**config.mk**
```make
export PLATFORM = sky130hd
export DESIGN_NAME = source_code_token_lexer
export DESIGN_NICKNAME = d
export VERILOG_FILES = /design/src/rtl/sctl_pkg.sv /design/src/rtl/source_code_token_lexer.sv
export SDC_FILE = /design/constraint.sdc
export NUM_CORES = 1
export LEC_CHECK = 0
export BUFFER_PORTS_ARGS = -buffer_cell sky130_fd_sc_hd__buf_2
export CAP_MARGIN = 0
export CORE_MARGIN = 3
export CORE_UTILIZATION = 35
export DETAILED_ROUTE_END_ITERATION = 8
export MAX_ROUTING_LAYER = met4
export PLACE_DENSITY = 0.56
export SYNTH_ARGS = -nofsm -noshare
export SYNTH_HDL_FRONTEND = slang
export SYNTH_SLANG_ARGS = --single-unit
```
**constraint.sdc**
```tcl
create_clock -name clk -period 7.1 [get_ports clk]
set_input_delay 0.71 -clock clk [delete_from_list [all_inputs] [get_ports clk]]
set_output_delay 0.71 -clock clk [all_outputs]
set_load 0.02 [all_outputs]
```
**src/rtl/sctl_pkg.sv**
```systemverilog
// ----------------------------------------------------------------------------
// sctl_pkg
// types and constants for the source code token lexer
// ----------------------------------------------------------------------------
package sctl_pkg;

  typedef enum logic [11:0] {
    M_IDLE  = 12'b0000_0000_0001,
    M_IDENT = 12'b0000_0000_0010,
    M_INT   = 12'b0000_0000_0100,
    M_DOT   = 12'b0000_0000_1000,
    M_FRAC  = 12'b0000_0001_0000,
    M_STR   = 12'b0000_0010_0000,
    M_ESC   = 12'b0000_0100_0000,
    M_SLASH = 12'b0000_1000_0000,
    M_LINE  = 12'b0001_0000_0000,
    M_BLOCK = 12'b0010_0000_0000,
    M_BSTAR = 12'b0100_0000_0000,
    M_OP    = 12'b1000_0000_0000
  } mode_t;

  localparam logic [5:0] K_IDENT  = 6'd0;
  localparam logic [5:0] K_INT    = 6'd1;
  localparam logic [5:0] K_STRING = 6'd2;
  localparam logic [5:0] K_KW0    = 6'd3;
  localparam logic [5:0] K_DOT    = 6'd21;
  localparam logic [5:0] K_SLASH  = 6'd26;
  localparam logic [5:0] K_ARROW  = 6'd33;
  localparam logic [5:0] K_ERROR  = 6'd42;
  localparam logic [5:0] K_EOF    = 6'd43;

  localparam logic [1:0] E_NONE  = 2'd0;
  localparam logic [1:0] E_CHAR  = 2'd1;
  localparam logic [1:0] E_UNTERM = 2'd2;

  localparam int NUM_KW = 11;

  function automatic logic [47:0] kw_text(input logic [3:0] k);
    case (k)
      4'd0:    kw_text = 48'h0000_61746164;
      4'd1:    kw_text = 48'h0000_65736c65;
      4'd2:    kw_text = 48'h0000_00006e66;
      4'd3:    kw_text = 48'h0065_736c6166;
      4'd4:    kw_text = 48'h0000_00006669;
      4'd5:    kw_text = 48'h0000_0074656c;
      4'd6:    kw_text = 48'h0068_6374616d;
      4'd7:    kw_text = 48'h0000_0074756d;
      4'd8:    kw_text = 48'h6e72_75746572;
      4'd9:    kw_text = 48'h0000_65757274;
      4'd10:   kw_text = 48'h0000_65707974;
      default: kw_text = '0;
    endcase
  endfunction

  function automatic logic [2:0] kw_len(input logic [3:0] k);
    case (k)
      4'd2, 4'd4:              kw_len = 3'd2;
      4'd5, 4'd7:              kw_len = 3'd3;
      4'd0, 4'd1, 4'd9, 4'd10: kw_len = 3'd4;
      4'd3, 4'd6:              kw_len = 3'd5;
      4'd8:                    kw_len = 3'd6;
      default:                 kw_len = 3'd0;
    endcase
  endfunction

  function automatic logic [5:0] op_single(input logic [2:0] p);
    case (p)
      3'd1: op_single = 6'd29;
      3'd2: op_single = 6'd31;
      3'd3: op_single = 6'd34;
      3'd4: op_single = 6'd36;
      3'd5: op_single = 6'd38;
      3'd6: op_single = 6'd40;
      default: op_single = 6'd0;
    endcase
  endfunction

  function automatic logic [7:0] op_second(input logic [2:0] p);
    case (p)
      3'd1, 3'd2, 3'd3, 3'd4: op_second = 8'h3d;
      3'd5: op_second = 8'h26;
      3'd6: op_second = 8'h7c;
      default: op_second = 8'h00;
    endcase
  endfunction

  function automatic logic [5:0] op_pair(input logic [2:0] p);
    op_pair = op_single(p) + 6'd1;
  endfunction

endpackage

```
**src/rtl/source_code_token_lexer.sv**
```systemverilog
// ----------------------------------------------------------------------------
// source_code_token_lexer
// byte-stream lexer emitting up to three tokens per input beat
// ----------------------------------------------------------------------------
// output: tokens are registered; the first token beat is valid in the cycle after its input beat is accepted
// throughput: one input beat per cycle while each beat yields at most one token and the output is not stalled;
//   a beat yielding more than one token holds the input until all but its last token have drained
// reset: synchronous, scanner idle, line and column at one, no tokens held
module source_code_token_lexer #(
  parameter int POSITION_WIDTH = 16
) (
  input  logic        clk,
  input  logic        rst,
  input  logic        s_tvalid,
  output logic        s_tready,
  input  logic [7:0]  s_tdata,  // in_byte
  input  logic        s_tuser,  // end_of_input
  output logic        m_tvalid,
  input  logic        m_tready,
  output logic [(16+3*POSITION_WIDTH+7)/8*8-1:0] m_tdata,
  // token_kind, error_code, bad_byte, token_line, token_column, token_length
  output logic        m_tlast   // last_of_run
);
  localparam int PW = POSITION_WIDTH;
  localparam int TW = 16 + 3*PW;
  localparam int DW = (16+3*PW+7)/8*8;
  localparam logic [PW-1:0] PMAX = '1;
  localparam logic [PW-1:0] PONE = PW'(1);

  typedef struct packed {
    logic [PW-1:0] len;
    logic [PW-1:0] col;
    logic [PW-1:0] line;
    logic [7:0]    bad;
    logic [1:0]    err;
    logic [5:0]    kind;
  } tok_t;

  sctl_pkg::mode_t mode, mode_next;
  logic [2:0]    pend, pend_next;
  logic [47:0]   kwp, kwp_next;
  logic [PW-1:0] lexlen, lexlen_next, sline, sline_next, scol, scol_next;
  logic [PW-1:0] cline, cline_next, ccol, ccol_next;

  tok_t       q [3];
  logic [1:0] qn, qh;
  tok_t       t [3];
  logic [1:0] tn;

  logic go;
  assign s_tready = (qn == 2'd0) || (qn == 2'd1 && m_tready);
  assign go = s_tvalid && s_tready;

  function automatic logic [PW-1:0] sinc(input logic [PW-1:0] x);
    sinc = (x == PMAX) ? x : x + PONE;
  endfunction

  function automatic logic [PW-1:0] sadd(input logic [PW-1:0] a, input logic [PW-1:0] b);
    logic [PW:0] s;
    s = {1'b0, a} + {1'b0, b};
    sadd = s[PW] ? PMAX : s[PW-1:0];
  endfunction

  function automatic tok_t mk(input logic [5:0] k, input logic [1:0] e, input logic [7:0] bb,
                              input logic [PW-1:0] l, input logic [PW-1:0] c,
                              input logic [PW-1:0] n);
    tok_t r;
    r.kind = k; r.err = e; r.bad = bb; r.line = l; r.col = c; r.len = n;
    mk = r;
  endfunction

  logic [7:0] b;
  logic is_al, is_dg, is_id;
  logic [5:0] id_kind;
  logic [3:0] kwi;

  assign b = s_tdata;
  assign is_al = (b >= 8'h61 && b <= 8'h7a) || (b >= 8'h41 && b <= 8'h5a);
  assign is_dg = b >= 8'h30 && b <= 8'h39;
  assign is_id = is_al || is_dg || b == 8'h5f;

  always_comb begin
    id_kind = sctl_pkg::K_IDENT;
    for (int k = sctl_pkg::NUM_KW - 1; k >= 0; k--) begin
      kwi = 4'(k);
      if (lexlen == PW'(sctl_pkg::kw_len(kwi)) && kwp == sctl_pkg::kw_text(kwi))
        id_kind = sctl_pkg::K_KW0 + 6'(k);
    end
  end

  always_comb begin
    logic again;
    logic [PW-1:0] ilen;
    logic [5:0] k1;
    again = 1'b0;
    mode_next = mode; pend_next = pend; kwp_next = kwp; lexlen_next = lexlen;
    sline_next = sline; scol_next = scol; cline_next = cline; ccol_next = ccol;
    tn = 2'd0;
    for (int i = 0; i < 3; i++) t[i] = '0;
    ilen = lexlen - PONE;
    k1 = 6'd0;
    if (s_tuser) begin
      unique case (mode)
        sctl_pkg::M_IDENT: begin
          t[0] = mk(id_kind, sctl_pkg::E_NONE, 8'd0, sline, scol, lexlen); tn = 2'd1;
        end
        sctl_pkg::M_INT, sctl_pkg::M_FRAC: begin
          t[0] = mk(sctl_pkg::K_INT, sctl_pkg::E_NONE, 8'd0, sline, scol, lexlen); tn = 2'd1;
        end
        sctl_pkg::M_DOT: begin
          t[0] = mk(sctl_pkg::K_INT, sctl_pkg::E_NONE, 8'd0, sline, scol, ilen);
          t[1] = mk(sctl_pkg::K_DOT, sctl_pkg::E_NONE, 8'd0, sline, sadd(scol, ilen), PONE);
          tn = 2'd2;
        end
        sctl_pkg::M_STR, sctl_pkg::M_ESC: begin
          t[0] = mk(sctl_pkg::K_ERROR, sctl_pkg::E_UNTERM, 8'd0, sline, scol, lexlen);
          tn = 2'd1;
        end
        sctl_pkg::M_SLASH: begin
          t[0] = mk(sctl_pkg::K_SLASH, sctl_pkg::E_NONE, 8'd0, sline, scol, PONE); tn = 2'd1;
        end
        sctl_pkg::M_OP: begin
          if (pend >= 3'd1 && pend <= 3'd6) begin
            t[0] = mk(sctl_pkg::op_single(pend), sctl_pkg::E_NONE, 8'd0, sline, scol, PONE);
            tn = 2'd1;
          end
        end
        default: ;
      endcase
      t[tn] = mk(sctl_pkg::K_EOF, sctl_pkg::E_NONE, 8'd0, cline, ccol, '0);
      tn = tn + 2'd1;
      mode_next = sctl_pkg::M_IDLE; pend_next = '0; kwp_next = '0; lexlen_next = '0;
      sline_next = PONE; scol_next = PONE; cline_next = PONE; ccol_next = PONE;
    end else begin
      unique case (mode)
        sctl_pkg::M_IDENT: begin
          if (is_id) begin
            if (lexlen < PW'(6)) kwp_next = kwp | (48'(b) << {lexlen[2:0], 3'b000});
            lexlen_next = sinc(lexlen);
          end else begin
            t[0] = mk(id_kind, sctl_pkg::E_NONE, 8'd0, sline, scol, lexlen); tn = 2'd1;
            again = 1'b1;
          end
        end
        sctl_pkg::M_INT: begin
          if (is_dg) lexlen_next = sinc(lexlen);
          else if (b == 8'h2e) begin
            lexlen_next = sinc(lexlen); mode_next = sctl_pkg::M_DOT;
          end else begin
            t[0] = mk(sctl_pkg::K_INT, sctl_pkg::E_NONE, 8'd0, sline, scol, lexlen);
            tn = 2'd1; again = 1'b1;
          end
        end
        sctl_pkg::M_DOT: begin
          if (is_dg) begin
            lexlen_next = sinc(lexlen); mode_next = sctl_pkg::M_FRAC;
          end else begin
            t[0] = mk(sctl_pkg::K_INT, sctl_pkg::E_NONE, 8'd0, sline, scol, ilen);
            t[1] = mk(sctl_pkg::K_DOT, sctl_pkg::E_NONE, 8'd0, sline, sadd(scol, ilen), PONE);
            tn = 2'd2; again = 1'b1;
          end
        end
        sctl_pkg::M_FRAC: begin
          if (is_dg) lexlen_next = sinc(lexlen);
          else begin
            t[0] = mk(sctl_pkg::K_INT, sctl_pkg::E_NONE, 8'd0, sline, scol, lexlen);
            tn = 2'd1; again = 1'b1;
          end
        end
        sctl_pkg::M_STR: begin
          lexlen_next = sinc(lexlen);
          if (b == 8'h22) begin
            t[0] = mk(sctl_pkg::K_STRING, sctl_pkg::E_NONE, 8'd0, sline, scol, sinc(lexlen));
            tn = 2'd1; mode_next = sctl_pkg::M_IDLE;
          end else if (b == 8'h5c) mode_next = sctl_pkg::M_ESC;
        end
        sctl_pkg::M_ESC: begin
          lexlen_next = sinc(lexlen); mode_next = sctl_pkg::M_STR;
        end
        sctl_pkg::M_SLASH: begin
          if (b == 8'h2f) mode_next = sctl_pkg::M_LINE;
          else if (b == 8'h2a) mode_next = sctl_pkg::M_BLOCK;
          else begin
            t[0] = mk(sctl_pkg::K_SLASH, sctl_pkg::E_NONE, 8'd0, sline, scol, PONE);
            tn = 2'd1; again = 1'b1;
          end
        end
        sctl_pkg::M_LINE: if (b == 8'h0a) mode_next = sctl_pkg::M_IDLE;
        sctl_pkg::M_BLOCK: if (b == 8'h2a) mode_next = sctl_pkg::M_BSTAR;
        sctl_pkg::M_BSTAR: begin
          if (b == 8'h2f) mode_next = sctl_pkg::M_IDLE;
          else if (b != 8'h2a) mode_next = sctl_pkg::M_BLOCK;
        end
        sctl_pkg::M_OP: begin
          if (pend < 3'd1 || pend > 3'd6) again = 1'b1;
          else if (b == sctl_pkg::op_second(pend)) begin
            t[0] = mk(sctl_pkg::op_pair(pend), sctl_pkg::E_NONE, 8'd0, sline, scol, PW'(2));
            tn = 2'd1; mode_next = sctl_pkg::M_IDLE;
          end else if (pend == 3'd2 && b == 8'h3e) begin
            t[0] = mk(sctl_pkg::K_ARROW, sctl_pkg::E_NONE, 8'd0, sline, scol, PW'(2));
            tn = 2'd1; mode_next = sctl_pkg::M_IDLE;
          end else begin
            t[0] = mk(sctl_pkg::op_single(pend), sctl_pkg::E_NONE, 8'd0, sline, scol, PONE);
            tn = 2'd1; again = 1'b1;
          end
        end
        default: again = 1'b1;
      endcase
      if (again) begin
        mode_next = sctl_pkg::M_IDLE;
        pend_next = '0;
        case (b)
          8'h20, 8'h0d, 8'h09, 8'h0a: k1 = 6'd0;
          8'h28: k1 = 6'd14;
          8'h29: k1 = 6'd15;
          8'h7b: k1 = 6'd16;
          8'h7d: k1 = 6'd17;
          8'h5b: k1 = 6'd18;
          8'h5d: k1 = 6'd19;
          8'h2c: k1 = 6'd20;
          8'h2e: k1 = 6'd21;
          8'h2d: k1 = 6'd22;
          8'h2b: k1 = 6'd23;
          8'h3b: k1 = 6'd24;
          8'h2a: k1 = 6'd25;
          8'h25: k1 = 6'd27;
          8'h3a: k1 = 6'd28;
          8'h21: pend_next = 3'd1;
          8'h3d: pend_next = 3'd2;
          8'h3c: pend_next = 3'd3;
          8'h3e: pend_next = 3'd4;
          8'h26: pend_next = 3'd5;
          8'h7c: pend_next = 3'd6;
          8'h2f: mode_next = sctl_pkg::M_SLASH;
          8'h22: mode_next = sctl_pkg::M_STR;
          default: begin
            if (is_al || b == 8'h5f) mode_next = sctl_pkg::M_IDENT;
            else if (is_dg) mode_next = sctl_pkg::M_INT;
            else k1 = sctl_pkg::K_ERROR;
          end
        endcase
        if (pend_next != 3'd0) mode_next = sctl_pkg::M_OP;
        if (mode_next != sctl_pkg::M_IDLE) begin
          sline_next = cline; scol_next = ccol; lexlen_next = PONE; kwp_next = 48'(b);
        end
        if (k1 != 6'd0) begin
          t[tn] = (k1 == sctl_pkg::K_ERROR)
                ? mk(k1, sctl_pkg::E_CHAR, b, cline, ccol, PONE)
                : mk(k1, sctl_pkg::E_NONE, 8'd0, cline, ccol, PONE);
          tn = tn + 2'd1;
        end
      end
      if (mode_next == sctl_pkg::M_IDLE) pend_next = '0;
      if (b == 8'h0a) begin
        cline_next = sinc(cline); ccol_next = PONE;
      end else ccol_next = sinc(ccol);
    end
  end

  always_ff @(posedge clk) begin
    if (rst) begin
      mode <= sctl_pkg::M_IDLE; pend <= '0; kwp <= '0; lexlen <= '0;
      sline <= PONE; scol <= PONE; cline <= PONE; ccol <= PONE;
      qn <= '0; qh <= '0;
    end else if (go) begin
      mode <= mode_next; pend <= pend_next; kwp <= kwp_next; lexlen <= lexlen_next;
      sline <= sline_next; scol <= scol_next; cline <= cline_next; ccol <= ccol_next;
      qn <= tn; qh <= '0;
    end else if (m_tvalid && m_tready) begin
      qn <= qn - 2'd1; qh <= qh + 2'd1;
    end
  end

  always_ff @(posedge clk) begin
    if (go) for (int i = 0; i < 3; i++) q[i] <= t[i];
  end

  tok_t cur;
  assign cur = q[qh];
  assign m_tvalid = qn != 2'd0;
  assign m_tlast = qn == 2'd1;
  assign m_tdata = DW'(TW'(cur));
endmodule

```
==> results by group <==
Placed design
  • PortBufs: 79
  • Estimated wirelength of the detail-placed design: 40100 um
  • Final weighted congestion in routability-driven placement: 0.955

Drt
  • Final wirelength: 58000 um
  • Remaining design rule violation count: 0
  • Initial DRC count: 1497
  • Number of detailed-routing iterations run before antenna repair: 7
  • Routed length per instance: around 22 um
  • Routed vias/inst: 5.86
  • Total number of vias: 15532
  • Number of nets with antenna violations after routing: 0

STA
  • Setup Total Neg Slack: 0 ns
  • Clock Skews: 0.0204 ns
  • Fmax: 192 MHz
  • Normalized max-slew margin: 15.0%
  • Share of the cycle needed by the critical path after routing: 73.3%
  • Final hold violation count: 0
  • Measured slew at the worst slew-check pin: ~1.3 ns
  • Setup violators final: 0
  • Number of max-slew violations in the final report: 0
  • Setup repair after global routing missed its margin: false
  • Final worst path period need: 5.20 ns

Synthesis
  • Post-Syn Instances: between 1500 and 2000
  • Count of distinct cell types in the synthesized netlist: 102
  • Most frequent cells after synthesis: sky130_fd_sc_hd__nand2_1 (173), sky130_fd_sc_hd__edfxtp_1 (160), sky130_fd_sc_hd__nor2_1 (156)
  • Synth Cell Area: 18200 sq um
  • Most common cell in the synthesized netlist: sky130_fd_sc_hd__nand2_1
  • Synth top area cells: sky130_fd_sc_hd__edfxtp_1 (26%), sky130_fd_sc_hd__dfxtp_1 (16%), sky130_fd_sc_hd__a22o_1 (4.1%), sky130_fd_sc_hd__nand2_1 (3.6%), sky130_fd_sc_hd__mux2i_1 (3.4%)
  • Synth warn: 0
  • Synthesized net count: 2018
  • Number of storage elements in the synthesis netlist: 309
  • Cell taking the most area after synthesis: sky130_fd_sc_hd__edfxtp_1
  • Synth top area share: about a quarter
  • FFs w/ async S/R, synth: 0%
  • Sequential cell area fraction in the yosys report: 42.8%
  • Number of enable-type register cells in the synthesized netlist: 160
  • Main synth FF type: sky130_fd_sc_hd__edfxtp_1
  • Avg Cell Area, Syn: about 9 sq um

Setup path
  • Endpoint required time on the critical path: roughly 7.4 ns
  • Critical path capture point type: register
  • Ordered list of cells on the worst path: nor3_1 > nand2_1 > xnor2_1 > ha_1 > or2_2 > a21oi_1 > nor3b_1 > nor4_1 > o311ai_0 > a31oi_1 > o21ai_0 > a22o_1
  • Arrival time of data at the critical path endpoint: 5.50 ns
  • Reg-to-reg critical path startpoint: lexlen[2]
  • Classification of the worst setup path: register to register
  • Register-to-register path setup slack: 1.90 ns
  • Startpoint type of the worst setup path: register
  • CP max stage cell: sky130_fd_sc_hd__a31oi_1
  • Worst-case reg-to-reg path depth: 12
  • Crit-path max FO: 19
  • Largest stage delay on the critical path: 0.88 ns
  • Crit Reg-Reg Endpoint: q[1][35]

Clock tree
  • Clock slew at reported path FFs: 0.06 ns
  • Post-CTS Hold Buffers: 0
  • Cell at the root of the clock tree: sky130_fd_sc_hd__clkbuf_16
  • Quantity of gates resized following cts: 0
  • CTS H-tree depth: 2
  • Clock buffers created by TritonCTS: 36
  • CTS tree: yes
  • Clock latency on the worst-skew pair: 0.54 ns
  • CTS max path bufs: 3
  • Post-CTS setup buffer count: 0
  • Number of clock sinks: 309

Die
  • Floorplan Core Area: about 51000 sq um
  • Initial core utilization: 35.8%
  • Top-Level Pins: 80
  • Die Footprint: 54800 sq um
  • Placement Rows: 82
  • Vertical die dimension: 234 um
  • X dimension of the die: 234 um

Global routing
  • Pin count of the biggest net entering global routing: 98
  • Wire length of the first global-routing pass: 87800 um
  • Global Route Usage Sum: between 20% and 30%
  • Number of antenna violations at the first check in global routing: 1
  • Number of global-route vias before repair: ~14000
  • Gr ovfl total: 0

Cells and area
  • Area delta synth->final: 10.6%
  • Sequential cell area: roughly 7800 sq um
  • Filler instances: a little over 5000
  • Net total in the final layout: between 1500 and 2000
  • Fraction of final layout cells with drive strength greater than 1: 11.3%
  • Area used by multi-input combinational logic: approximately 9500 sq um

Flow run
  • Max Cap Viol: 0

Hold path
  • Cell depth of the worst hold path: 1
  • Hold path startpoint: kwp[47]
  • HP Class: register to register
  • Hold Path End: kwp[47]

Run status
  • Outcome: finished, final reports clean

Power and ir drop
  • Worst ir drop on vdd: ~0.00013 V
  • Overall power after layout: approximately 5.5 mW
  • Power density over the cells: 272 nW/um^2
  • Static Leakage: 6.94 nW
cells in the final DEF, fill, tap and decap left out, drive strengths merged, types with 31 or more instances in the layout:
cell type	n
nand2	174
edfxtp	160
nor2	156
dfxtp	149
o21ai	114
buf	104
a21oi	91
a22o	86
mux2i	61
nor3	61
nand3	55
nor2b	48
clkbuf	47
and2	44
nand4	41
and3	37
a31oi	37
inv	37
xor2	36
nor4	31
logic make-up after synthesis:
logic type	share of synthesized area (%)
and+or+nand+nor	23.9
AOI/OAI and AO/OA	20.0
DFF	42.8
buffers and inverters	4.83
muxes	3.48
xor gates and xnor gates	2.79
adders and majority gates	2.16
worst max-delay path, delay by kind of cell, from the launching register on:
family          cells  cell delay, ns
compound gates      5            1.93
simple gates        5            1.82
xor+xnor            1            0.33
fa+ha+maj           1            0.33
flops               1            0.53
sequential cells by signal, summed over array words and instances, names as in the netlist, named ones only:
| signal | cells |
|---|---|
| q | 160 |
| kwp | 48 |
| ccol | 16 |
| cline | 16 |
| lexlen | 16 |
| scol | 16 |
| sline | 16 |
| mode | 12 |
| pend | 3 |
| qh | 2 |
| qn | 2 |
report_power, final:
| part | internal (mW) | switching, mW | total (mW) |
|---|---|---|---|
| registers | 2.19 | 0.130 | 2.32 |
| logic | 0.381 | 0.868 | 1.25 |
| clock network | 1.13 | 0.766 | 1.90 |
layout make-up:
| class | instances | share of cell area (%) |
|---|---|---|
| antenna | 1 | 0.0124 |
| sequential | 309 | 38.7 |
| clock inverter | 18 | 0.908 |
| clock buffer | 47 | 5.11 |
| multi-input combinational | 1465 | 47.5 |
| timing repair buffer | 104 | 2.90 |
| inverter | 36 | 0.696 |
| tap | 672 | 4.18 |
metal layers:
metal / part of all wire [%] / wire, um / vias up / global-route usage [%]
met4: 2.6 / 1520 / 0 / 6.54
li1: - / - / 7350 / -
met2: 45 / 26100 / 528 / 32.1
met3: 6.3 / 3630 / 94 / 2.87
met1: 46 / 26700 / 7560 / 29.5
met5: 0 / 0 / - / -
worst max-delay path by stage:
| stage | start | to | cells past startpoint |
|---|---|---|---|
| 6_report | lexlen[2] | q[1][35] | 12 |
| 5_1_grt | lexlen[0] | q[1][36] | 15 |
| 4_1_cts | lexlen[2] | q[1][36] | 12 |
| 3_5_place_dp | lexlen[2] | q[1][36] | 12 |
| 3_3_place_gp | s_tdata[4] | q[1][44] | 10 |
| 2_1_floorplan | m_tready | q[0][0] | 5 |
through the flow:
step | hold slack, ns | instances | setup WS [ns] | cell area (sq um) | utilization [%]
2_1_floorplan | 0.430 | 1975 | 0.372 | 18200 | -
5_1_grt | 0.486 | 2652 | 1.29 | 20100 | 39.6
6_report | 0.459 | 2652 | 1.90 | 20100 | 39.6
4_1_cts | 0.465 | 2650 | 1.94 | 20100 | 39.6
3_3_place_gp | 0.445 | 2585 | 2.11 | 18900 | 37.2
3_5_place_dp | 0.445 | 2585 | 1.95 | 18900 | 37.2
No activity file was read; power rests on OpenSTA's default activity.
